===== src/hw/rtl/pbr_pkg.sv =====
`default_nettype none
package pbr_pkg;

    // Stage counts of the cell row
    localparam int CORDIC_STAGES = 16;
    localparam int SQRT_STEPS    = 17;
    localparam int NUM_CELLS     = (CORDIC_STAGES > SQRT_STEPS) ? CORDIC_STAGES : SQRT_STEPS;
    localparam int IDX_W         = $clog2(NUM_CELLS);

    // Field widths
    localparam int POS_W = 16;
    localparam int ANG_W = 15;
    localparam int RNG_W = 17;

    // Internal widths: CORDIC vector, angle accumulator, square root remainder and radicand
    localparam int XY_W  = 20;
    localparam int Z_W   = 20;
    localparam int REM_W = 20;
    localparam int RAD_W = 2 * RNG_W;

    // Angles in Q3.12
    localparam int HALF_PI = 6434;
    localparam int PI_Q    = 2 * HALF_PI;
    localparam int TWO_PI  = 4 * HALF_PI;

    localparam logic [RNG_W-1:0] DEADBAND_RESET = RNG_W'(410);

    typedef enum logic [1:0] {
        QUAD_0 = 2'd0,
        QUAD_1 = 2'd1,
        QUAD_2 = 2'd2,
        QUAD_3 = 2'd3
    } quad_t;

    // Everything one cell hands to the next
    typedef struct packed {
        logic signed [XY_W-1:0]  x;
        logic signed [XY_W-1:0]  y;
        logic signed [Z_W-1:0]   z;
        logic [REM_W-1:0]        rem;
        logic [RNG_W-1:0]        root;
        logic [RAD_W-1:0]        rad;
        quad_t                   quad;
        logic                    zero;
        logic signed [ANG_W-1:0] hd;
    } cell_data_t;

    // atan(2^-i) in Q.16
    function automatic logic signed [Z_W-1:0] atan_lookup(input logic [IDX_W-1:0] i);
        logic signed [Z_W-1:0] v;
        case (int'(i))
            0:       v = Z_W'(51472);
            1:       v = Z_W'(30386);
            2:       v = Z_W'(16055);
            3:       v = Z_W'(8150);
            4:       v = Z_W'(4091);
            5:       v = Z_W'(2047);
            6:       v = Z_W'(1024);
            7:       v = Z_W'(512);
            8:       v = Z_W'(256);
            9:       v = Z_W'(128);
            10:      v = Z_W'(64);
            11:      v = Z_W'(32);
            12:      v = Z_W'(16);
            13:      v = Z_W'(8);
            14:      v = Z_W'(4);
            15:      v = Z_W'(2);
            16:      v = Z_W'(1);
            default: v = '0;
        endcase
        return v;
    endfunction

endpackage
`default_nettype wire


===== src/hw/rtl/pbr_finish.sv =====
`default_nettype none
module pbr_finish (
    input  wire logic                      clk,
    input  wire logic                      rst_n,
    input  wire logic                      en,
    input  wire logic                      in_valid,
    input  wire pbr_pkg::cell_data_t       in_data,
    input  wire logic [pbr_pkg::RNG_W-1:0] deadband,
    output logic                           out_valid,
    output logic signed [pbr_pkg::ANG_W-1:0] heading_error,
    output logic [pbr_pkg::RNG_W-1:0]      range_out
);
    import pbr_pkg::*;

    logic signed [Z_W-1:0]   zr;
    logic [ANG_W-1:0]        zc, offs;
    logic [ANG_W:0]          bsum;
    logic [ANG_W-1:0]        bearing_next;
    logic signed [ANG_W+1:0] err;
    logic signed [ANG_W+1:0] err_next;
    logic [RNG_W-1:0]        rng_next;

    logic                    v1_reg, v2_reg;
    logic [ANG_W-1:0]        bearing_reg;
    logic signed [ANG_W-1:0] hd_reg;
    logic [RNG_W-1:0]        root_reg;
    logic signed [ANG_W-1:0] err_reg;
    logic [RNG_W-1:0]        rng_reg;

    // Round the angle to Q.12, clamp, add quadrant base, wrap below two pi; the zero flag forces bearing zero
    always_comb
    begin
        zr = (in_data.z + Z_W'(8)) >>> 4;
        if (zr < 0)
            zc = '0;
        else if (zr > Z_W'(HALF_PI))
            zc = ANG_W'(HALF_PI);
        else
            zc = zr[ANG_W-1:0];
        case (in_data.quad)
            QUAD_0:  offs = '0;
            QUAD_1:  offs = ANG_W'(HALF_PI);
            QUAD_2:  offs = ANG_W'(2 * HALF_PI);
            QUAD_3:  offs = ANG_W'(3 * HALF_PI);
            default: offs = '0;
        endcase
        bsum = {1'b0, offs} + {1'b0, zc};
        if (in_data.zero)
            bearing_next = '0;
        else if (bsum >= (ANG_W+1)'(TWO_PI))
            bearing_next = ANG_W'(bsum - (ANG_W+1)'(TWO_PI));
        else
            bearing_next = bsum[ANG_W-1:0];
    end

    // Subtract heading and wrap once; apply deadband
    always_comb
    begin
        err = signed'({2'b00, bearing_reg}) - (ANG_W+2)'(hd_reg);
        if (err > (ANG_W+2)'(PI_Q))
            err_next = err - (ANG_W+2)'(TWO_PI);
        else if (err < -(ANG_W+2)'(PI_Q))
            err_next = err + (ANG_W+2)'(TWO_PI);
        else
            err_next = err;
        rng_next = (root_reg < deadband) ? '0 : root_reg;
    end

    always_ff @(posedge clk or negedge rst_n)
    begin
        if (!rst_n)
        begin
            v1_reg <= 1'b0;
            v2_reg <= 1'b0;
        end
        else if (en)
        begin
            v1_reg <= in_valid;
            v2_reg <= v1_reg;
        end
    end

    always_ff @(posedge clk)
    begin
        if (en)
        begin
            bearing_reg <= bearing_next;
            hd_reg      <= in_data.hd;
            root_reg    <= in_data.root;
            err_reg     <= err_next[ANG_W-1:0];
            rng_reg     <= rng_next;
        end
    end

    assign out_valid     = v2_reg;
    assign heading_error = err_reg;
    assign range_out     = rng_reg;

endmodule
`default_nettype wire


===== config.mk =====
export PLATFORM = sky130hd
export DESIGN_NAME = pbr_finish
export DESIGN_NICKNAME = d
export VERILOG_FILES = /design/src/hw/rtl/pbr_pkg.sv /design/src/hw/rtl/pbr_finish.sv
export SDC_FILE = /design/constraint.sdc
export NUM_CORES = 1
export LEC_CHECK = 0
export ABC_AREA = 0
export BUFFER_PORTS_ARGS = -buffer_cell sky130_fd_sc_hd__clkbuf_2
export CORE_AREA = 4 4 124 114
export DETAILED_ROUTE_END_ITERATION = 16
export DIE_AREA = 0 0 128 118
export PLACE_DENSITY_LB_ADDON = 0.3
export SLEW_MARGIN = 20
export SYNTH_ARGS = -nofsm -noshare
export SYNTH_HDL_FRONTEND = slang
export SYNTH_SLANG_ARGS = --single-unit
export TNS_END_PERCENT = 100

===== constraint.sdc =====
create_clock -name clk -period 7.9 [get_ports clk]
set_clock_uncertainty 0.1 [all_clocks]
set_input_delay 2.37 -clock clk [delete_from_list [all_inputs] [get_ports clk]]
set_output_delay 2.37 -clock clk [all_outputs]
set_load 0.03 [all_outputs]

Yosys cells after proc, flatten, opt, wreduce, memory -nomap -nowiden

Index checks and enable logic that the tools add are counted.

Memories kept: 0
Bits in latches: 0
Logic and storage cells: 29
Memory bits (read-only): 0
Memory bits (writable): 0
Output and inout bits: 33
Register bits: 81

Shifts and indexed selects: 0
Bitwise logic cells: 0
Add/subtract/negate cells: 6
Multipliers: 0
Eq/ne operators: 3
Magnitude comparators: 6
Mux-type cells: 6
Div/mod/pow operators: 0
Reduce and logical (&&, ||, !) cells: 1

Operators by type and width:

| kind                                                                                   | count |
|---|---|
| 15-bit two-way mux                                                                     | 5 |
| 15-bit case mux with 4 select lines                                                    | 1 |
| 20-bit by 5-bit adder with 20-bit output (second input constant)                       | 1 |
| 17-bit by 15-bit > comparator with 1-bit output (second input constant)                | 1 |
| 17-bit by 15-bit < comparator with 1-bit output (second input constant)                | 1 |
| 17-bit < comparator                                                                    | 1 |
| 16-bit by 15-bit subtractor with 17-bit output                                         | 1 |
| 15-bit by 15-bit adder with 16-bit output                                              | 1 |
| 16-bit by 15-bit greater-or-equal comparator with 1-bit output (second input constant) | 1 |
| 16-bit by 14-bit > comparator with 1-bit output (second input constant)                | 1 |
| 16-bit by 1-bit < comparator with 1-bit output (second input constant)                 | 1 |
| 15-bit by 14-bit adder with 15-bit output (second input constant)                      | 1 |
| 15-bit by 14-bit subtractor with 15-bit output (second input constant)                 | 1 |
| 15-bit subtractor (second input constant)                                              | 1 |
| 2-bit == test (second input constant)                                                  | 2 |
| 2-bit by 1-bit == test with 1-bit output (second input constant)                       | 1 |
| 2-bit logical NOT                                                                      | 1 |

Logic depth before layout (Yosys ltp)

Gate-level depths: netlist of run 1.

Depth after elaboration: 7
Mapped depth: 24
Gate-level depth less buffers: 22

Worst setup path before layout of run 1

No wires, ideal clock.

Path kind: input to register
Start: in in_data[98] in the netlist's numbering
End: reg bearing_reg[10], data pin
Slack: 0.955 ns
Data arrival time: 6.590 ns
Setup time: 0.255 ns
Cell stages on the path: 20
Path buffers: 4
Path through: buf_2 nand4_4 o31a_1 o31a_1 o221ai_2 o211a_2 buf_4 a21oi_1 ha_1 clkbuf_1 o2111a_1 o21ai_0 a21oi_1 a2111oi_2 a211o_1 xnor2_1 o311a_4 buf_6 o2111ai_1 a21bo_2

Word-level cells in the longest chain between the ends: 7

Ends and longest elaborated chain:

| what                                                                                                | RTL line                           | source |
|---|---|---|
| start, declared                                                                                     | pbr_finish.sv:7                    | `input wire pbr_pkg::cell_data_t in_data,` |
| 20-bit by 5-bit adder with 20-bit output (*)                                                        | pbr_finish.sv:33                   | `zr = (in_data.z + Z_W'(8)) >>> 4;` |
| 16-bit by 14-bit > comparator with 1-bit output                                                     | pbr_finish.sv:36                   | `else if (zr > Z_W'(HALF_PI))` |
| 15-bit two-way mux                                                                                  | pbr_finish.sv:36                   |  |
| 15-bit two-way mux (*)                                                                              | pbr_finish.sv:34                   | `if (zr < 0)` |
| 15-bit by 15-bit adder with 16-bit output (*)                                                       | pbr_finish.sv:47                   | `bsum = {1'b0, offs} + {1'b0, zc};` |
| 15-bit subtractor or 16-bit by 15-bit greater-or-equal comparator with 1-bit output (tied branches) | pbr_finish.sv:51, pbr_finish.sv:50 |  |
| 15-bit two-way mux (*)                                                                              | pbr_finish.sv:50                   | `else if (bsum >= (ANG_W+1)'(TWO_PI))` |
| end signal, assigned                                                                                | pbr_finish.sv:87                   | `bearing_reg <= bearing_next;` |
| end, declared                                                                                       | pbr_finish.sv:24                   | `logic [ANG_W-1:0] bearing_reg;` |

Every way passes the cells marked *; elsewhere a longest branch is shown, timed or not.
A chain may end at the register's enable or synchronous reset.

Worst setup path after layout of run 1

Start: in in_data[93] in the netlist's numbering
End: reg bearing_reg[5], data pin

Same word-level chain as after synthesis.

==> flow_summary.yaml, run 1 <==
status:
  result_of_the_run: "finished clean"
global_routing:
  first_global_vias: 5073
  grt.overflow.total: 0
  largest_net_degree_at_the_start_of_global_routing: 82
  grt.busiest_layer: "met2"
  use_met3_pct: 2.95
  groute.usage.overall_pct: 17.6
  grt.met2_usage_pct: 31.4
  grt_use_met1_pct: 21.1
  grt_first_pass_wirelength_um: 22600
  antenna_found_initial: 0
detailed_routing:
  detailedRoute.firstPassIterationCount: 5
  vias: 5127
  routed_wire_length_per_instance_um: 14.5
  post_drt_via_cell_ratio: 5.67
  drt-initial-drc-count: 249
  ant_nets: 0
  wl_um: 13100
  detail_route.drc_violations: 0
clocking:
  cts.root.buffer_cell: "sky130_fd_sc_hd__clkbuf_16"
  clk_latency_ns: 0.34
  cts_tree: "done"
  cts_inserted_buffers: 9
  clkSinkCount: 81
  clk_pin_slew_worst_paths_ns: 0.07
  htree_num_levels: 3
  postCtsResizedCells: 0
  clock_path_buffers: 2
  postCtsSetupRepairBufs: 0
  hold_buffers: 0
setup_path:
  crit_required_ns: 7.88
  timing.critical_path.from_type: "input port"
  arrival_ns: 7.30
  crit_path_end_kind: "flip-flop"
  worst-path-max-fanout: 13
  worst-setup-path-type: "input port to flip-flop"
sta:
  rsz_0062_raised_after_global_routing: "no"
  finalSetupTns_ns: 0
  timing.max_slew.rel_slack_pct: 35.1
  final_hold_viol_count: 0
  post-route-period-util_pct: 92.7
  worst_pin_slew_ns: 0.973
  final.min_clock_period_ns: 7.32
  setup_viol_count_final: 0
  achievable-frequency_mhz: 137
  worst_slack_ns: 0.579
  timing_max_transition_violations_final: 0
power:
  p_leak_uw: 0.00312
  power.density_cell_area_nw_per_um2: 234
  total_switching_power_uw: 601
  pwr-share-seq_pct: 34.4
  combPwrFrac_pct: 38.9
  sw_frac_of_total_pct: 35.3
  power_uw: 1700
  clock_power_share_pct: 26.7
  vdd_drop_max_mv: 0.110
  internal_cell_power_uw: 1100
logic_synthesis:
  avgSynthCellArea_um2: 9.92
  synth_enable_flop_cells: 79
  synthesis.yosys.warnings: 0
  synth_top_flop_cell: "sky130_fd_sc_hd__edfxtp_1"
  syn-cell-area_um2: 6300
  post_synth_num_cell_types: 90
  syn_inst: 635
  yosysSeqAreaShare_pct: 38.4
  yosysTopAreaCell: "sky130_fd_sc_hd__edfxtp_1"
  synth_top_cell_area_share_pct: 37.6
  synth.ff_latch_count: 81
  netlist_top_cells_area: "sky130_fd_sc_hd__edfxtp_1 (38%), sky130_fd_sc_hd__ha_1 (10%), sky130_fd_sc_hd__xnor2_1 (4.0%), sky130_fd_sc_hd__inv_1 (3.3%), sky130_fd_sc_hd__nor2_1 (2.5%)"
  synth-async-reset-ratio_pct: 2.47
placed_design:
  place.gp.congestion: 0.895
  detailedPlacementHpwl_um: 10300
  placed_cells: 889
  post-place-ws_ns: 0.316
  io_buffer_count: 105
finish:
  antenna_cells_inserted: 0
  final_layout_size_suffix_gt1_share_pct: 21.5
  layout.cells.most_common: "sky130_fd_sc_hd__clkbuf_2"
  fraction_of_the_core_area_covered_by_cells_at_the_end_of_the_flow_pct: 57.5
  multi_input_comb_area_um2: 3580
  most_frequent_cells_in_the_layout: "sky130_fd_sc_hd__clkbuf_2 (104), sky130_fd_sc_hd__edfxtp_1 (79), sky130_fd_sc_hd__inv_1 (56)"
  layout.filler_cells: 1140
  synthToLayoutAreaGrowth_pct: 15.7
  final_cell_count_no_fill: 905
  sequential_cell_area_um2: 2420
  nets: 959
min_path:
  timing.hold.worst.class: "flip-flop to flip-flop"
die:
  floorplan.die.height_um: 118
  coreArea_um2: 12700
  io_pins: 203
  initial_core_util_pct: 49.7
  dieWidth_um: 128
  die-area_um2: 15100
  core.rowCount: 39
flow_run:
  number_of_maximum_capacitance_violations: 0
## final cells by class
cell class | count | share of cell area [%]
flip-flops and latches | 81 | 33.2
inverters | 56 | 2.88
well taps | 164 | 2.81
clock buffers | 9 | 3.09
multi-input cells | 481 | 49.1
clock inverters | 7 | 1.48
repair buffers | 107 | 7.45
## layer usage
metal | part of all wire (%) | vias to the layer above
met1 | 43 | 2401
met5 | 0 | -
met3 | 3.9 | 23
met4 | 1.9 | 0
li1 | - | 2585
met2 | 51 | 118
## per-stage QoR
step	hold WS (ns)	cell area [um2]
finish	0.411	7290
global route	0.433	7290
CTS	0.416	7290
detailed placement	0.400	6960
global placement	0.384	6960
floorplan	0.375	6310
## logic make-up after synthesis
family / Yosys count / share of synthesized area, %
AND/OR/NAND/NOR: 188 / 16.1
AO/OA/AOI/OAI: 183 / 21.8
other: 1 / 0.0595
XOR/XNOR: 42 / 5.84
flip-flops: 81 / 38.4
adder cells (fa/ha/maj): 53 / 10.8
buffers and inverters: 74 / 4.88
multiplexers: 13 / 2.20
## worst max-delay path, stage by stage
cell,delay (ns)
sky130_fd_sc_hd__clkbuf_2,0.14
sky130_fd_sc_hd__ha_1,0.47
sky130_fd_sc_hd__inv_1,0.17
sky130_fd_sc_hd__and3_1,0.18
sky130_fd_sc_hd__o31a_1,0.38
sky130_fd_sc_hd__o221ai_2,0.28
sky130_fd_sc_hd__o211ai_2,0.23
sky130_fd_sc_hd__nor2_1,0.25
sky130_fd_sc_hd__ha_1,0.27
sky130_fd_sc_hd__a21o_1,0.19
sky130_fd_sc_hd__o2111a_1,0.18
sky130_fd_sc_hd__o21ai_0,0.24
sky130_fd_sc_hd__a21oi_1,0.18
sky130_fd_sc_hd__a21o_1,0.22
sky130_fd_sc_hd__a311oi_2,0.44
sky130_fd_sc_hd__a31oi_2,0.12
sky130_fd_sc_hd__o311a_4,0.41
sky130_fd_sc_hd__o21ai_0,0.21
sky130_fd_sc_hd__mux2_2,0.36
## power groups by stage
stage	logic [uW]	clock network [uW]	registers, uW
final	663	454	585
after global routing	735	482	593
after CTS	659	465	586
after detailed placement	654	0	595
after global placement	635	0	593
after floorplan	423	0	679
## path summary, 6_finish.rpt
check | from | to | slack (ns) | cells after the start
max | in_data[93] | bearing_reg[5] | 0.58 | 19
min | v1_reg | out_valid | 0.41 | 1
min in group asynchronous | rst_n | v1_reg | 1.70 | 1
min reg2reg | v1_reg | out_valid | 0.41 | 1
max reg2reg | bearing_reg[0] | heading_error[11] | 3.58 | 18
max in group asynchronous | rst_n | out_valid | 5.90 | 1
## cells in the mapped netlist, types with 6 or more instances
library cell and count:
sky130_fd_sc_hd__or3_1 9, sky130_fd_sc_hd__nor2_1 42, sky130_fd_sc_hd__nor2b_1 8, sky130_fd_sc_hd__o21ai_0 30
sky130_fd_sc_hd__xnor2_1 29, sky130_fd_sc_hd__nand2b_1 8, sky130_fd_sc_hd__o31a_1 8, sky130_fd_sc_hd__xor2_1 13
sky130_fd_sc_hd__a21o_1 14, sky130_fd_sc_hd__a31oi_1 8, sky130_fd_sc_hd__ha_1 51, sky130_fd_sc_hd__clkbuf_1 8
sky130_fd_sc_hd__a21oi_1 22, sky130_fd_sc_hd__mux2i_1 6, sky130_fd_sc_hd__nand3_1 22, sky130_fd_sc_hd__inv_1 56
sky130_fd_sc_hd__and2_1 8, sky130_fd_sc_hd__a21boi_0 18, sky130_fd_sc_hd__nand2_1 39, sky130_fd_sc_hd__o21a_1 8
sky130_fd_sc_hd__edfxtp_1 79, sky130_fd_sc_hd__nor3_1 13, sky130_fd_sc_hd__buf_2 6, sky130_fd_sc_hd__mux2_2 7
No activity file was read; power rests on OpenSTA's default activity.
==> run 2, diff against run 1 <==
--- a/config.mk
+++ b/config.mk
@@ -8,6 +8,7 @@
 export ABC_AREA = 0
 export BUFFER_PORTS_ARGS = -buffer_cell sky130_fd_sc_hd__clkbuf_2
 export CORE_AREA = 4 4 124 114
+export CTS_CLUSTER_SIZE = 28
 export DETAILED_ROUTE_END_ITERATION = 16
 export DIE_AREA = 0 0 128 118
 export PLACE_DENSITY_LB_ADDON = 0.3
==> constraint.sdc (replaced) <==
create_clock -name clk -period 7.5 [get_ports clk]
set_clock_uncertainty 0.1 [all_clocks]
set_input_delay 2.25 -clock clk [delete_from_list [all_inputs] [get_ports clk]]
set_output_delay 2.25 -clock clk [all_outputs]
set_load 0.03 [all_outputs]
==> run 2 against run 1 <==
Worst hold slack improved by 0.0033 ns; total power rose by 6.1%; critical path type unchanged; combinational power rose by 6.8%; critical endpoint unchanged.
==> flow_summary.yaml, run 2 (same netlist as run 1, synthesis figures left out) <==
status:
  result_of_the_run: "finished clean"
global_routing:
  antenna_found_initial: 0
  groute.usage.overall_pct: 18.3
  largest_net_degree_at_the_start_of_global_routing: 82
  grt_first_pass_wirelength_um: 23300
  grt.overflow.total: 0
  first_global_vias: 4982
clocking:
  clkSinkCount: 81
  postCtsResizedCells: 0
  clk_pin_slew_worst_paths_ns: 0.07
  hold_buffers: 0
  htree_num_levels: 3
  cts_tree: "done"
  cts_inserted_buffers: 9
  postCtsSetupRepairBufs: 0
  cts.root.buffer_cell: "sky130_fd_sc_hd__clkbuf_16"
  clock_path_buffers: 2
  clk_latency_ns: 0.34
finish:
  layout.filler_cells: 1119
  nets: 965
  layout.cells.most_common: "sky130_fd_sc_hd__clkbuf_2"
  final_layout_size_suffix_gt1_share_pct: 22.1
  most_frequent_cells_in_the_layout: "sky130_fd_sc_hd__clkbuf_2 (104), sky130_fd_sc_hd__edfxtp_1 (79), sky130_fd_sc_hd__inv_1 (56)"
  synthToLayoutAreaGrowth_pct: 16.4
  antenna_cells_inserted: 0
  fraction_of_the_core_area_covered_by_cells_at_the_end_of_the_flow_pct: 57.8
setup_path:
  cp.buffers_inverters: 2
  timing.rr.start: "bearing_reg[0]"
  critical_path.cell_chain: "clkbuf_2, ha_1, buf_4, nand2_1, nor4_1, or4_1, nand2_1, o211ai_2, nor2_1, ha_1, a21o_1, o2111a_1, o21ai_0, a21oi_1, a2111oi_2, a211o_1, xnor2_1, o311a_4, o21ai_0, mux2_2"
  cpLargestDelayFamily: "compound AO/OA/AOI/OAI gates"
  crit_required_ns: 7.48
  setup.worst_path.start: "in_data[92]"
  worst-path-max-fanout: 13
  worst_path_largest_cell_delay_ns: 0.47
  worst-setup-path-type: "input port to flip-flop"
  crit_path_end_kind: "flip-flop"
  arrival_ns: 6.99
  timing.critical_path.from_type: "input port"
  crit_slowest_cell: "sky130_fd_sc_hd__or4_1"
die:
  initial_core_util_pct: 49.7
  die-area_um2: 15100
  floorplan.die.height_um: 118
  core.rowCount: 39
  coreArea_um2: 12700
  io_pins: 203
  dieWidth_um: 128
detailed_routing:
  wl_um: 13800
  ant_nets: 0
  detail_route.drc_violations: 0
  drt-initial-drc-count: 349
  routed_wire_length_per_instance_um: 15.1
  post_drt_via_cell_ratio: 5.68
  vias: 5171
  detailedRoute.firstPassIterationCount: 5
placed_design:
  detailedPlacementHpwl_um: 10600
  place.gp.congestion: 0.914
  io_buffer_count: 105
power:
  p_leak_uw: 0.00315
  power.density_cell_area_nw_per_um2: 246
  vdd_drop_max_mv: 0.132
sta:
  post-route-period-util_pct: 93.4
  achievable-frequency_mhz: 143
  finalSetupTns_ns: 0
  timing_max_transition_violations_final: 0
  setup_viol_count_final: 0
  timing.max_slew.rel_slack_pct: 34.5
  final_hold_viol_count: 0
  rsz_0062_raised_after_global_routing: "no"
  worst_pin_slew_ns: 0.983
  final.min_clock_period_ns: 7.00
min_path:
  min-delay-start: "v1_reg"
  timing.hold.worst.class: "flip-flop to flip-flop"
flow_run:
  number_of_maximum_capacitance_violations: 0
## run 2: cell types whose count changed in the layout (fill, tap and decap cells not counted)
cell	delta
sky130_fd_sc_hd__clkinv_4	+2
sky130_fd_sc_hd__inv_6	-1
sky130_fd_sc_hd__clkinvlp_4	-1
sky130_fd_sc_hd__buf_4	+6
## run 2: area by class of cell
| type | count | area [um2] | share of cell area, % |
|---|---|---|---|
| clock buffers | 9 | 225 | 3.07 |
| clock inverters | 7 | 109 | 1.48 |
| inverters | 56 | 210 | 2.87 |
| multi-input cells | 481 | 3580 | 48.7 |
| flip-flops and latches | 81 | 2420 | 33.0 |
| well taps | 164 | 205 | 2.80 |
| repair buffers | 113 | 588 | 8.02 |
## run 2: final timing paths
check | to | slack (ns) | cells past startpoint
min | v1_reg | 0.41 | 1
min in group asynchronous | out_valid | 1.58 | 1
max | bearing_reg[5] | 0.50 | 20
max reg2reg | heading_error[11] | 3.15 | 18
max in group asynchronous | v1_reg | 5.62 | 1
min reg2reg | v1_reg | 0.41 | 1
## run 2: metrics by stage
step,hold WS (ns),power (uW),instances,area [um2],setup WS [ns]
floorplan,0.375,1160,636,6310,0.675
global placement,0.383,1300,895,7000,0.368
detailed placement,0.396,1320,895,7000,0.199
CTS,0.412,1810,911,7340,0.538
global route,0.421,1920,911,7340,0.122
finish,0.414,1810,911,7340,0.496
## run 2: routing by layer
layer	global-route usage [%]	wire length [um]
met3	3.27	560
met4	5.57	259
met5	0	0
met1	22.6	5940
met2	32.1	7000
## run 2: power by group
| group | internal (uW) | switching, uW | total (uW) |
|---|---|---|---|
| Combinational | 269 | 439 | 708 |
| Sequential | 596 | 20.7 | 617 |
| Clock | 298 | 183 | 481 |
## run 2: worst register-to-register path, cell delays in order (launching register included)
cell                       delay (ns)
sky130_fd_sc_hd__edfxtp_1        0.35
sky130_fd_sc_hd__inv_1           0.05
sky130_fd_sc_hd__ha_1            0.22
sky130_fd_sc_hd__fa_1            0.41
sky130_fd_sc_hd__nor2b_1         0.16
sky130_fd_sc_hd__o21ai_0         0.15
sky130_fd_sc_hd__nor3b_1         0.17
sky130_fd_sc_hd__nor2_1          0.32
sky130_fd_sc_hd__inv_1           0.19
sky130_fd_sc_hd__ha_1            0.24
sky130_fd_sc_hd__nand2_1         0.06
sky130_fd_sc_hd__nand2_1         0.05
sky130_fd_sc_hd__o311ai_0        0.13
sky130_fd_sc_hd__nand4_1         0.18
sky130_fd_sc_hd__a211o_1         0.33
sky130_fd_sc_hd__a311o_1         0.36
sky130_fd_sc_hd__nand2_1         0.29
sky130_fd_sc_hd__o22ai_1         0.16
sky130_fd_sc_hd__xor2_1          0.15
