===== config.mk =====
export PLATFORM = sky130hd
export DESIGN_NAME = pbr_cell
export DESIGN_NICKNAME = d
export VERILOG_FILES = /design/src/hw/rtl/pbr_pkg.sv /design/src/hw/rtl/pbr_cell.sv
export SDC_FILE = /design/constraint.sdc
export NUM_CORES = 1
export LEC_CHECK = 0
export BUFFER_PORTS_ARGS = -buffer_cell sky130_fd_sc_hd__buf_4
export CAP_MARGIN = 40
export CORE_ASPECT_RATIO = 1.1
export CORE_MARGIN = 4
export CORE_UTILIZATION = 56
export CTS_CLUSTER_SIZE = 28
export DETAILED_ROUTE_END_ITERATION = 6
export PLACE_DENSITY = 0.83
export SYNTH_ARGS = -nofsm -noshare
export SYNTH_HDL_FRONTEND = slang
export SYNTH_SLANG_ARGS = --single-unit
export TNS_END_PERCENT = 5

===== constraint.sdc =====
create_clock -name clk -period 0.95 [get_ports clk]
set_input_delay 0.095 -clock clk [delete_from_list [all_inputs] [get_ports clk]]
set_output_delay 0.095 -clock clk [all_outputs]
set_load 0.02 [all_outputs]

===== src/hw/rtl/pbr_pkg.sv =====
`default_nettype none
package pbr_pkg;

    // Stage counts of the cell row
    localparam int CORDIC_STAGES = 16;
    localparam int SQRT_STEPS    = 17;
    localparam int NUM_CELLS     = (CORDIC_STAGES > SQRT_STEPS) ? CORDIC_STAGES : SQRT_STEPS;
    localparam int IDX_W         = $clog2(NUM_CELLS);

    // Field widths
    localparam int POS_W = 16;
    localparam int ANG_W = 15;
    localparam int RNG_W = 17;

    // Internal widths: CORDIC vector, angle accumulator, square root remainder and radicand
    localparam int XY_W  = 20;
    localparam int Z_W   = 20;
    localparam int REM_W = 20;
    localparam int RAD_W = 2 * RNG_W;

    // Angles in Q3.12
    localparam int HALF_PI = 6434;
    localparam int PI_Q    = 2 * HALF_PI;
    localparam int TWO_PI  = 4 * HALF_PI;

    localparam logic [RNG_W-1:0] DEADBAND_RESET = RNG_W'(410);

    typedef enum logic [1:0] {
        QUAD_0 = 2'd0,
        QUAD_1 = 2'd1,
        QUAD_2 = 2'd2,
        QUAD_3 = 2'd3
    } quad_t;

    // Everything one cell hands to the next
    typedef struct packed {
        logic signed [XY_W-1:0]  x;
        logic signed [XY_W-1:0]  y;
        logic signed [Z_W-1:0]   z;
        logic [REM_W-1:0]        rem;
        logic [RNG_W-1:0]        root;
        logic [RAD_W-1:0]        rad;
        quad_t                   quad;
        logic                    zero;
        logic signed [ANG_W-1:0] hd;
    } cell_data_t;

    // atan(2^-i) in Q.16
    function automatic logic signed [Z_W-1:0] atan_lookup(input logic [IDX_W-1:0] i);
        logic signed [Z_W-1:0] v;
        case (int'(i))
            0:       v = Z_W'(51472);
            1:       v = Z_W'(30386);
            2:       v = Z_W'(16055);
            3:       v = Z_W'(8150);
            4:       v = Z_W'(4091);
            5:       v = Z_W'(2047);
            6:       v = Z_W'(1024);
            7:       v = Z_W'(512);
            8:       v = Z_W'(256);
            9:       v = Z_W'(128);
            10:      v = Z_W'(64);
            11:      v = Z_W'(32);
            12:      v = Z_W'(16);
            13:      v = Z_W'(8);
            14:      v = Z_W'(4);
            15:      v = Z_W'(2);
            16:      v = Z_W'(1);
            default: v = '0;
        endcase
        return v;
    endfunction

endpackage
`default_nettype wire


===== src/hw/rtl/pbr_cell.sv =====
`default_nettype none
module pbr_cell (
    input  wire logic                      clk,
    input  wire logic                      rst_n,
    input  wire logic                      en,
    input  wire logic [pbr_pkg::IDX_W-1:0] cell_idx,
    input  wire logic                      in_valid,
    input  wire pbr_pkg::cell_data_t       in_data,
    output logic                           out_valid,
    output pbr_pkg::cell_data_t            out_data
);
    import pbr_pkg::*;

    logic signed [XY_W-1:0] xs, ys;
    logic [REM_W-1:0]       rem_sh, trial;
    cell_data_t             d_next;
    logic                   v_reg;
    cell_data_t             d_reg;

    always_comb
    begin
        d_next = in_data;
        xs     = in_data.x >>> cell_idx;
        ys     = in_data.y >>> cell_idx;

        // One CORDIC vectoring rotation
        if (cell_idx < IDX_W'(CORDIC_STAGES))
        begin
            if (in_data.y > 0)
            begin
                d_next.x = in_data.x + ys;
                d_next.y = in_data.y - xs;
                d_next.z = in_data.z + atan_lookup(cell_idx);
            end
            else
            begin
                d_next.x = in_data.x - ys;
                d_next.y = in_data.y + xs;
                d_next.z = in_data.z - atan_lookup(cell_idx);
            end
        end

        // One root digit from the next pair of radicand bits
        rem_sh = {in_data.rem[REM_W-3:0], in_data.rad[RAD_W-1 -: 2]};
        trial  = REM_W'({in_data.root, 2'b01});
        if (cell_idx < IDX_W'(SQRT_STEPS))
        begin
            d_next.rad = {in_data.rad[RAD_W-3:0], 2'b00};
            if (rem_sh >= trial)
            begin
                d_next.rem  = rem_sh - trial;
                d_next.root = {in_data.root[RNG_W-2:0], 1'b1};
            end
            else
            begin
                d_next.rem  = rem_sh;
                d_next.root = {in_data.root[RNG_W-2:0], 1'b0};
            end
        end
    end

    always_ff @(posedge clk or negedge rst_n)
    begin
        if (!rst_n)
            v_reg <= 1'b0;
        else if (en)
            v_reg <= in_valid;
    end

    always_ff @(posedge clk)
    begin
        if (en)
            d_reg <= d_next;
    end

    assign out_valid = v_reg;
    assign out_data  = d_reg;

endmodule
`default_nettype wire


==> results of run 1 <==
[per-stage QoR]
stage | cell area (um2) | setup slack (ns) | instances
after floorplan | 13430 | -3.300 | 1447
after global placement | 19290 | -3.800 | 2436
after CTS | 22280 | -3.058 | 2582
after detailed placement | 19290 | -4.024 | 2436
[synth_stat cells (4+ instances only)]
library cell,count
nand3_1,24
and3_1,13
nand2_1,225
ha_1,88
a221oi_1,6
nor3_1,28
or3_1,8
o21a_1,12
and2_1,11
o21ai_0,116
buf_1,8
nand4_1,5
xnor2_1,52
a41oi_1,4
o31ai_1,11
nor2b_1,13
nor4_1,7
a21o_1,28
buf_2,12
nand2b_1,21
mux2i_1,29
a21boi_0,4
edfxtp_1,149
xor2_1,54
a31oi_1,25
a21oi_1,106
o31a_1,4
o211ai_1,7
inv_1,57
mux2_2,24
o22ai_1,6
nor2_1,109
a211oi_1,14
o21bai_1,8
or2_2,7
clkbuf_1,53
o41ai_1,5
mux4_2,39
[cells by family after synthesis]
family	after synthesis
buffers and inverters	132
multiplexers	92
XOR/XNOR	106
AO/OA/AOI/OAI	388
AND/OR/NAND/NOR	488
flip-flops	150
adder cells (fa/ha/maj)	91
[layer usage]
| metal | overflow | global-route usage, % |
|---|---|---|
| met5 | 0 | 3.619 |
| met4 | 46 | 79.19 |
| met3 | 1 | 55.46 |
| met2 | 40 | 93.94 |
| met1 | 0 | 74.24 |
[what timing repair did]
action,CTS
hold endpoints to repair,75
setup buffers,34
hold buffers,77
gates cloned,3
pin swaps,117
resized for setup,338
endpoints found under the setup margin,281
==> flow_summary_export.csv, run 1 <==
group,metric,value,unit
cts,cts.path.max_buffers,2,
cts,cts_root_buf,"clkbuf_16",
logic_synthesis,synth_edf_count,149,
placement,numPortBuffers,307,
floorplanning,start_util,57.10,%
run_status,error,"[ERROR GRT-0116] Global routing finished with congestion. Check the congestion regions in the DRC Viewer.",
logic_synthesis,ys_seq_area_share,34.25,%
logic_synthesis,synth_top_area_share,34.06,%
logic_synthesis,synthesis.area,13140,um2
logic_synthesis,synth_compound_area_share,18.27,%
grt,grt_max_degree,85,
logic_synthesis,syn_nets,1696,
grt,grt_overflow_total,87,
logic_synthesis,synth_flop_cell,"edfxtp_1",
cts,cts.sinks,150,
logic_synthesis,syn_inst,1447,
grt,grtUsageTotal,74.57,%
run_status,status,"did not finish",
logic_synthesis,synth_mux_area_share,10.95,%
floorplanning,die_h,168.6,um
logic_synthesis,yosys.area.top_type,"edfxtp_1",
grt,grt_pass1_vias,22650,
floorplanning,die_w,154.0,um
logic_synthesis,async_flop_share,0.6667,%
logic_synthesis,ys.warnings.count,0,
cts,htreeDepth,4,
logic_synthesis,synth-simple-area-share,16.62,%
floorplanning,rows,58,
logic_synthesis,synth_top_family_by_area,"compound AO/OA/AOI/OAI gates",
logic_synthesis,synth_xor_area_share,7.067,%
logic_synthesis,ys_types,69,
run_status,haltStage,"global routing",
logic_synthesis,synth_area_leaders,"edfxtp_1, ha_1, mux4_2",
placement,dp_hpwl,44.88,mm
floorplanning,ios,308,
logic_synthesis,synth_fa_ha_area_share,8.839,%
placement,gp_congestion,0.9849,
cts,cts_buffers,17,
grt,grt_pass1_wl,148.0,mm
logic_synthesis,syn_avg_cell_area,9.078,um2
logic_synthesis,synth_seq_cells,150,
==> run 2, diff against run 1 <==
Settings changed: CORE_ASPECT_RATIO 1.1 to not set, CORE_UTILIZATION 56 to 40, CTS_CLUSTER_SIZE 28 to not set, PLACE_DENSITY 0.83 to not set, PLACE_DENSITY_LB_ADDON set to 0.15.
==> flow_summary_export.csv, run 2 <==
group,metric,value,unit
run_status,status,"finished with violations",
run_status,violations,"setup timing",
finish,final_cell_mix,"buf_4, nand2_1, buf_6",
logic_synthesis,ys_types,69,
timing,max_slew_margin,47.69,%
routing,routed_wl,51.50,mm
cts,cts.path.max_buffers,2,
setup_path,crit_type,"input pin to register",
logic_synthesis,synthesis.area,13140,um2
timing,final.setup.worst_slack,-3.057,ns
logic_synthesis,synth.most_common_cell,"nand2_1",
cts,htreeDepth,4,
setup_path,crit_slowest_cell,"mux4_2",
finish,fin_cells,2771,
floorplanning,core_area,32450,um2
timing,fmax,249.6,MHz
finish,antenna_cells,0,
floorplanning,die_h,189.2,um
setup_path,crit_chain,"buf_16 > buf_12 > mux4_2 > mux4_2 > mux2i_2 > and3_4 > nand3b_1 > buf_6 > nor3_4 > nor2_1 > xor2_1 > o21ai_2 > ha_1 > a21o_1 > a21o_1 > or4_1 > a31oi_1 > xor2_1 > o21ai_1",
grt,grtUsageTotal,27.09,%
pwr,p_int,20.38,mW
pwr,cellLeakagePower,10.38,nW
timing,skew,0,ns
floorplanning,ios,308,
logic_synthesis,yosys.area.top_type,"edfxtp_1",
pwr,switching_share,35.28,%
grt,antenna_found_initial,0,
timing,worst_hold_slack,0.02160,ns
logic_synthesis,ys.warnings.count,0,
cts,cts.sinks,150,
finish,drive_gt1_share,47.70,%
grt,grt_pass1_wl,77.34,mm
placement,dp_hpwl,37.96,mm
routing,drt_iter0_markers,775,
setup_path,cp_top_family,"multiplexers",
logic_synthesis,async_flop_share,0.6667,%
grt,grt_overflow_total,0,
setup_path,cp_max_fo,8,
floorplanning,dieArea,35800,um2
logic_synthesis,synth_area_leaders,"edfxtp_1, ha_1, mux4_2",
setup_path,cpPeakStageDelay,0.51,ns
timing,hold_violations,0,
pwr,p_switching,11.11,mW
logic_synthesis,synth.top_cells.by_count,"nand2_1, edfxtp_1, o21ai_0",
routing,dr.pass1.iters,5,
floorplanning,start_util,40.48,%
timing,setup_viol,281,
logic_synthesis,syn_inst,1447,
cts,cts_buffers,17,
finish,area_delta_synth_final,75.18,%
pwr,p_comb_share,49.8,%
finish,layout_commonest_cell,"buf_4",
placement,gp_congestion,0.9762,
finish,fin_util,70.91,%
grt,grt_max_degree,85,
routing,drtAntennaViolNets,0,
logic_synthesis,ys_seq_area_share,34.25,%
logic_synthesis,synth_edf_count,149,
setup_path,required,1.12,ns
setup_path,cp_num_buf_inv,3,
finish,largest_register_ffs,149,
timing,tightest_slew,0.7846,ns
pwr,total_power,31.48,mW
routing,viasPerCell,5.309,
hold_path,hold_path.class,"input pin to register",
placement,placed_cell_area,19670,um2
pwr,p_clk_share,22.4,%
logic_synthesis,syn_nets,1696,
routing,vias,14710,
logic_synthesis,synth_top_area_share,34.06,%
pwr,p_seq_share,27.8,%
timing,rsz0062_at_grt,"yes",
placement,place_inst,2604,
finish,layout.nets,2565,
pwr,pwr_density_cell,1368,nW/um2
logic_synthesis,synth_flop_cell,"edfxtp_1",
setup_path,crit_path_start_kind,"input pin",
timing,drv_slew,0,
floorplanning,die_w,189.2,um
logic_synthesis,syn_avg_cell_area,9.078,um2
routing,drc,0,
setup_path,arrival,4.18,ns
placement,numPortBuffers,307,
timing,min_period,4.007,ns
cts,cts_tree,"built",
finish,fin_area,23010,um2
logic_synthesis,synth_seq_cells,150,
run,maxCapViolations,0,
floorplanning,rows,66,
pwr,ir_drop,1300,uV
timing,fin_crit_sh,421.8,%
cts,clkTransAtPathRegs,0.08,ns
routing,wl_per_cell,18.59,um
cts,clk_latency,0.44,ns
grt,grt_pass1_vias,14770,
setup_path,critPathCaptureType,"register",
cts,cts_root_buf,"clkbuf_16",
-- run 2: cell counts after synthesis --
Identical to the previous run, type by type.
-- run 2: tightest hold or removal path: cells and delay by family --
family          cells  cell delay [ns]
compound gates      1             0.10
buf+inv             1             0.10
simple gates        1             0.04
-- run 2: layout make-up --
class | count | area (um2)
clock inverter | 15 | 160.2
inverter | 57 | 220.2
multi-input combinational | 1165 | 9070
timing repair buffer | 925 | 8084
clock buffer | 17 | 425.4
fill | 2421 | 9442
tap | 442 | 553.0
sequential | 150 | 4499
-- run 2: per-layer routing --
layer / routed length, um / GRT usage (%) / vias to the layer above
li1: - / - / 7070
met3: 3015 / 4.701 / 93
met5: 0 / 0 / -
met2: 26270 / 49.74 / 498
met1: 20810 / 32.29 / 7050
met4: 1409 / 8.570 / 0
-- run 2: final timing paths --
path / endpoint / from / cells after the start / slack (ns)
hold reg to reg: out_valid / out_valid / 1 / 0.54
setup / recovery: out_data[147] / cell_idx[0] / 19 / -3.06
setup reg to reg: out_valid / out_valid / 1 / 0.19
max in group asynchronous: out_valid / rst_n / 3 / 0.32
hold / removal: out_data[71] / in_data[71] / 3 / 0.02
min in group asynchronous: out_valid / rst_n / 3 / 0.52
-- run 2: cells by family (layout without fill, tap and decap cells) --
group           after synthesis  after routing  synth area share [%]
flops                       150            150                 34.25
fa+ha+maj                    91             91                 8.839
simple gates                488            488                 16.62
xor+xnor                    106            106                 7.067
mux                          92             92                 10.95
buf+inv                     132           1014                 4.000
compound gates              388            388                 18.27
-- run 2: through the flow --
step | setup TNS, ns | worst slack, ns
finish | -184.39 | -3.057
global route | -202.75 | -3.233
CTS | -185.85 | -3.061
detailed placement | -261.88 | -3.831
global placement | -259.72 | -3.835
floorplan | -230.68 | -3.300
-- run 2: what timing repair did --
action	4_1_cts	5_1_grt
gates cloned	1	2
setup buffers	23	22
setup endpoints to repair	281	281
hold buffers	87	0
endpoints found under the hold margin	88	0
gates resized for setup	240	137
pin swaps	45	66
-- run 2: power by group through the flow --
stage                     Combinational (mW)  Clock (mW)  Sequential (mW)
after global routing                    16.8        7.44             8.84
after CTS                               14.8        7.20             8.74
after global placement                  13.2           0             8.72
final                                   15.7        7.04             8.77
after floorplan                         5.91           0             9.75
after detailed placement                13.4           0             8.72
Note: power is estimated with default switching activity, not from simulation.
==> run 3, diff against run 2 <==
Settings changed: ABC_AREA set to 1, CORE_MARGIN 4 to 2.
==> flow_summary_export.csv, run 3 <==
group,metric,value,unit
timing,fmax,290.5,MHz
pwr,ir_drop,1352,uV
timing,setup_viol,282,
logic_synthesis,synth_seq_cells,150,
placement,placed_cell_area,19790,um2
timing,drv_slew,0,
pwr,p_clk_share,22.4,%
hold_path,hp-start,"in_data[66]",
logic_synthesis,synthesis.area,13400,um2
timing,rsz0062_at_grt,"yes",
logic_synthesis,synth.top_cells.by_count,"nand2_1, inv_1, edfxtp_1",
timing,setup_tns,-155.49,ns
grt,grt_overflow_total,0,
timing,final.setup.worst_slack,-2.493,ns
pwr,p_switching,12.36,mW
floorplanning,ios,308,
cts,cts.path.max_buffers,2,
pwr,p_comb_share,52.0,%
logic_synthesis,ys_seq_area_share,33.58,%
routing,wl_per_cell,17.03,um
floorplanning,die_h,187.0,um
setup_path,reg2reg_slack,0.19,ns
logic_synthesis,syn_nets,2133,
logic_synthesis,synth_xor_area_share,4.510,%
setup_path,cp_max_fo,7,
grt,grt_pass1_wl,82.59,mm
setup_path,arrival,3.66,ns
run,maxCapViolations,0,
logic_synthesis,synth_area_leaders,"edfxtp_1, nand2_1, ha_1",
timing,max_slew_margin,70.78,%
setup_path,r2r-start,"out_valid",
run_status,status,"finished with violations",
finish,layout_commonest_cell,"buf_4",
timing,worst_hold_slack,0.003971,ns
setup_path,crit_slowest_cell,"ha_1",
logic_synthesis,synth_top_family_by_area,"simple AND/OR/NAND/NOR gates",
routing,drt_iter0_markers,1078,
logic_synthesis,ys.warnings.count,0,
pwr,switching_share,36.53,%
cts,htreeDepth,4,
logic_synthesis,synth_top_area_share,33.39,%
finish,area_delta_synth_final,82.47,%
logic_synthesis,synth_compound_area_share,15.38,%
logic_synthesis,synth_edf_count,149,
cts,cts_buffers,17,
finish,drive_gt1_share,46.67,%
pwr,pwr_density_cell,1383,nW/um2
setup_path,crit_top_cell,"nor2_2",
logic_synthesis,async_flop_share,0.6667,%
hold_path,hold_path_end,"out_data[67]",
finish,fin_area,24450,um2
finish,largest_register_ffs,149,
logic_synthesis,synth_flop_cell,"edfxtp_1",
routing,drc,0,
grt,grt_max_degree,48,
cts,cts.sinks,150,
floorplanning,die_w,187.0,um
grt,grt_pass1_vias,16360,
finish,antenna_cells,0,
routing,routed_wl,55.38,mm
pwr,p_int,21.47,mW
cts,clk_latency,0.45,ns
floorplanning,start_util,40.26,%
cts,cts_tree,"built",
timing,min_period,3.443,ns
setup_path,cpPeakStageDelay,0.31,ns
floorplanning,rows,67,
logic_synthesis,synth-simple-area-share,30.10,%
cts,clkTransAtPathRegs,0.07,ns
floorplanning,dieArea,34980,um2
run_status,violations,"setup timing",
grt,antenna_found_initial,1,
hold_path,hold_path.class,"input pin to register",
cts,cts_root_buf,"clkbuf_16",
logic_synthesis,yosys.area.top_type,"edfxtp_1",
grt,grtUsageTotal,29.39,%
setup_path,critPathCaptureType,"register",
placement,dp_hpwl,38.58,mm
routing,viasPerCell,5.129,
finish,fin_util,73.47,%
timing,skew,0,ns
logic_synthesis,synth_fa_ha_area_share,8.665,%
pwr,total_power,33.83,mW
floorplanning,core_area,33280,um2
placement,gp_congestion,0.9607,
logic_synthesis,syn_inst,1884,
finish,final_cell_mix,"buf_4, nand2_1, buf_6",
routing,dr.pass1.iters,5,
timing,fin_crit_sh,362.4,%
pwr,cellLeakagePower,11.64,nW
routing,drtAntennaViolNets,0,
setup_path,timing.rr.end,"out_valid",
pwr,p_seq_share,25.6,%
logic_synthesis,synth_mux_area_share,0.08403,%
placement,numPortBuffers,307,
setup_path,crit_type,"input pin to register",
setup_path,crit_path_start_kind,"input pin",
logic_synthesis,syn_avg_cell_area,7.113,um2
logic_synthesis,ys_types,58,
logic_synthesis,synth.most_common_cell,"nand2_1",
timing,tightest_slew,0.4336,ns
setup_path,required,1.17,ns
timing,hold_violations,0,
hold_path,min_path_cells,3,
setup_path,worstRegToRegCells,1,
finish,layout.nets,3041,
routing,vias,16690,
## run 3: cell types whose count changed in the layout (fill, tap and decap cells not counted), sizes merged, moves of 16 or more
cell    previous run  this run
mux2              24         1
o21ai            119       182
nand3             24       150
nand2b            21         0
inv               65       179
mux4              39         0
a21o              28         6
mux2i             29         0
buf              836       867
nor3              28        12
xnor2             52        21
nand2            225       621
## run 3: cells by family (layout without fill, tap and decap cells)
kind of cell / count (synthesis) / count (layout)
AOI/OAI and AO/OA: 370 / 370
xor gates and xnor gates: 69 / 69
adders and majority gates: 91 / 91
buffers and inverters: 248 / 1169
DFF: 150 / 150
muxes: 1 / 1
and+or+nand+nor: 955 / 955
## run 3: layout make-up
cell class	instances	area, um2
Inverter	177	711.9
Sequential cell	150	4499
Clock inverter	15	200.2
Clock buffer	17	425.4
Fill cell	2541	8830
Multi-Input combinational cell	1486	9585
Tap cell	448	560.5
Timing Repair Buffer	960	8468
## run 3: per-stage QoR
stage                     std cells  worst slack [ns]
after detailed placement       3050            -3.385
after global placement         3050            -3.214
after floorplan                1884            -2.609
final                          3253            -2.493
after global routing           3253            -2.689
after CTS                      3219            -2.352
## run 3: worst max-delay path by stage
stage	from	to	slack [ns]	cells past startpoint
2_1_floorplan	cell_idx[0]	out_data[144]	-2.61	29
6_report	cell_idx[0]	out_data[144]	-2.49	27
3_3_place_gp	cell_idx[0]	out_data[144]	-3.21	29
5_1_grt	cell_idx[0]	out_data[148]	-2.69	31
3_5_place_dp	cell_idx[0]	out_data[144]	-3.39	29
4_1_cts	cell_idx[0]	out_data[148]	-2.35	33
## run 3: repair_timing
item                       4_1_cts  5_1_grt
setup buffers                   43       32
hold buffers                    91        1
resized for setup              326      332
setup endpoints to repair      281      282
cloned                           3        1
hold endpoints to repair        92        1
pin swaps                      120      123
## run 3: per-layer routing
| metal | GRT usage (%) | share of wire [%] | up-vias |
|---|---|---|---|
| li1 | - | - | 8169 |
| met1 | 35.99 | 42 | 7819 |
| met2 | 52.39 | 50 | 564 |
| met3 | 3.959 | 4.7 | 132 |
| met4 | 11.20 | 3.5 | 2 |
| met5 | 0 | 0.016 | - |
## run 3: worst max-delay path, delay by kind of cell
kind / cells / cell delay (ns)
adder cells (fa/ha/maj): 2 / 0.47
AND/OR/NAND/NOR: 12 / 1.21
AO/OA/AOI/OAI: 7 / 1.14
buffers and inverters: 5 / 0.52
XOR/XNOR: 1 / 0.19
## run 3: power groups by stage
stage | combinational (mW) | clock (mW) | sequential [mW]
2_1_floorplan | 5.96 | 0 | 9.66
3_3_place_gp | 13.4 | 0 | 8.63
3_5_place_dp | 13.6 | 0 | 8.65
4_1_cts | 15.6 | 7.63 | 8.57
5_1_grt | 18.9 | 7.87 | 8.75
6_report | 17.6 | 7.58 | 8.68
==> run 4, diff against run 3 <==
Settings changed: ABC_AREA 1 to not set.
==> flow_summary_export.csv, run 4 (synthesis results as in run 2) <==
group,metric,value,unit
cts,cts_buffers,17,
timing,hold_violations,1,
cts,cts.sinks,150,
finish,fill_cells,2402,
run,maxCapViolations,0,
cts,cts_tree,"built",
placement,placed_cell_area,19630,um2
hold_path,hp-start,"in_data[97]",
grt,grtUsageTotal,28.24,%
grt,antenna_found_initial,0,
setup_path,cp_max_fo,8,
setup_path,worstRegToRegCells,1,
cts,cts_root_buf,"clkbuf_16",
placement,numPortBuffers,307,
finish,largest_register_ffs,149,
run_status,violations,"hold timing, setup timing",
timing,setup_tns,-193.86,ns
finish,layout.nets,2552,
routing,drtAntennaViolNets,0,
placement,gp_congestion,0.9579,
finish,drive_gt1_share,48.70,%
setup_path,crit_path_start_kind,"input pin",
timing,worst_hold_slack,-0.008766,ns
run_status,status,"finished with violations",
finish,seq_area,4499,um2
floorplanning,ios,308,
floorplanning,die_w,185.2,um
finish,final_cell_mix,"buf_4, nand2_1, buf_6",
floorplanning,core_area,32450,um2
setup_path,arrival,4.15,ns
finish,multi_input_area,9290,um2
floorplanning,dieArea,34310,um2
routing,routed_wl,50.14,mm
timing,fin_crit_sh,418.4,%
routing,drt_iter0_markers,773,
floorplanning,die_h,185.2,um
timing,drv_slew,0,
timing,max_slew_margin,61.22,%
routing,vias,14630,
grt,grt_max_degree,60,
grt,grt_pass1_vias,14620,
grt,grt_pass1_wl,75.73,mm
pwr,ir_drop,1235,uV
floorplanning,rows,66,
floorplanning,start_util,40.48,%
cts,cts.path.max_buffers,2,
finish,layout_commonest_cell,"buf_4",
placement,dp_hpwl,37.06,mm
cts,clkTransAtPathRegs,0.07,ns
routing,wl_per_cell,18.18,um
timing,fmax,251.6,MHz
setup_path,cp-startpoint,"cell_idx[0]",
pwr,pwr_density_cell,1393,nW/um2
cts,htreeDepth,4,
routing,drc,0,
grt,grt_overflow_total,0,
hold_path,hold_path.class,"input pin to register",
routing,viasPerCell,5.306,
hold_path,min_path_cells,3,
setup_path,critPathCaptureType,"register",
finish,fin_area,23170,um2
pwr,cellLeakagePower,10.40,nW
cts,clk_latency,0.43,ns
setup_path,required,1.13,ns
finish,antenna_cells,0,
setup_path,r2r-start,"out_valid",
timing,tightest_slew,0.5817,ns
timing,min_period,3.975,ns
timing,setup_viol,281,
finish,area_delta_synth_final,76.41,%
setup_path,reg2reg_slack,0.19,ns
setup_path,crit_type,"input pin to register",
timing,final.setup.worst_slack,-3.025,ns
timing,skew,0,ns
timing,rsz0062_at_grt,"yes",
routing,dr.pass1.iters,5,
[run 4: cell types whose count changed in the layout (fill, tap and decap cells not counted), moves of 20 or more]
| cell | before | now |
|---|---|---|
| o21ai_2 | 41 | 12 |
| mux2i_1 | 0 | 24 |
| buf_4 | 672 | 640 |
| ha_4 | 34 | 9 |
| nand2b_1 | 0 | 20 |
| nand2_2 | 83 | 7 |
| inv_1 | 138 | 52 |
| nand3_2 | 30 | 4 |
| mux4_2 | 0 | 39 |
| xnor2_1 | 20 | 42 |
| a21o_1 | 6 | 28 |
| inv_2 | 27 | 1 |
| nand2_1 | 529 | 218 |
| nand3_1 | 116 | 20 |
[run 4: worst paths after layout]
check,endpoint
worst min register to register,out_valid
max in group asynchronous,out_valid
worst max-delay path,out_data[147]
worst max register to register,out_valid
worst min-delay path,out_data[97]
min in group asynchronous,out_valid
[run 4: through the flow]
stage / util (%) / power, mW / hold WS (ns) / cells / setup WS (ns)
2_1_floorplan: - / 15.66 / -0.2006 / 1447 / -3.300
3_3_place_gp: 60.48 / 21.89 / -0.1294 / 2592 / -3.802
3_5_place_dp: 60.48 / 22.07 / -0.1284 / 2592 / -3.805
4_1_cts: 69.57 / 31.49 / 0.0005969 / 2745 / -2.989
5_1_grt: 71.40 / 33.85 / 0.02216 / 2758 / -3.207
6_report: 71.40 / 32.28 / -0.008766 / 2758 / -3.025
[run 4: what timing repair did]
item	CTS	global route
endpoints found under the setup margin	281	281
setup buffers	38	17
cloned	1	0
hold buffers	82	0
pin swaps	126	84
hold endpoints to repair	83	0
resized for setup	330	114
[run 4: where the power goes]
group          switching [mW]  internal, mW  total (mW)
clock                    3.36          4.02        7.37
sequential              0.404          8.35        8.75
combinational            7.63          8.53        16.2
total                    11.4          20.9        32.3
[run 4: layer usage]
metal / wire length [um] / share of wire [%] / track usage [%]
met4: 1250 / 2.5 / 8.444
met1: 20180 / 40 / 33.91
met3: 2688 / 5.4 / 4.129
met2: 26010 / 52 / 51.90
met5: 0 / 0 / 0
[run 4: final cells by class]
class,instances,share of cell area [%]
clock buffer,17,1.836
clock inverter,15,0.8045
inverter,57,0.9719
multi-input combinational,1165,40.09
sequential,150,19.42
tap,442,2.386
timing repair buffer,912,34.50
[run 4: worst max-delay path, stage by stage]
cell and delay (ns):
buf_16 0.13, buf_12 0.14, mux4_2 0.53, mux4_2 0.52
mux2i_4 0.20, and3_4 0.22, nand3b_1 0.17, buf_6 0.18
o31ai_4 0.17, xor2_1 0.19, ha_1 0.29, nand3_1 0.11
nand2_1 0.07, a41oi_2 0.21, a211oi_2 0.10, or4_1 0.43
a31oi_2 0.16, xor2_1 0.16, o21ai_1 0.07
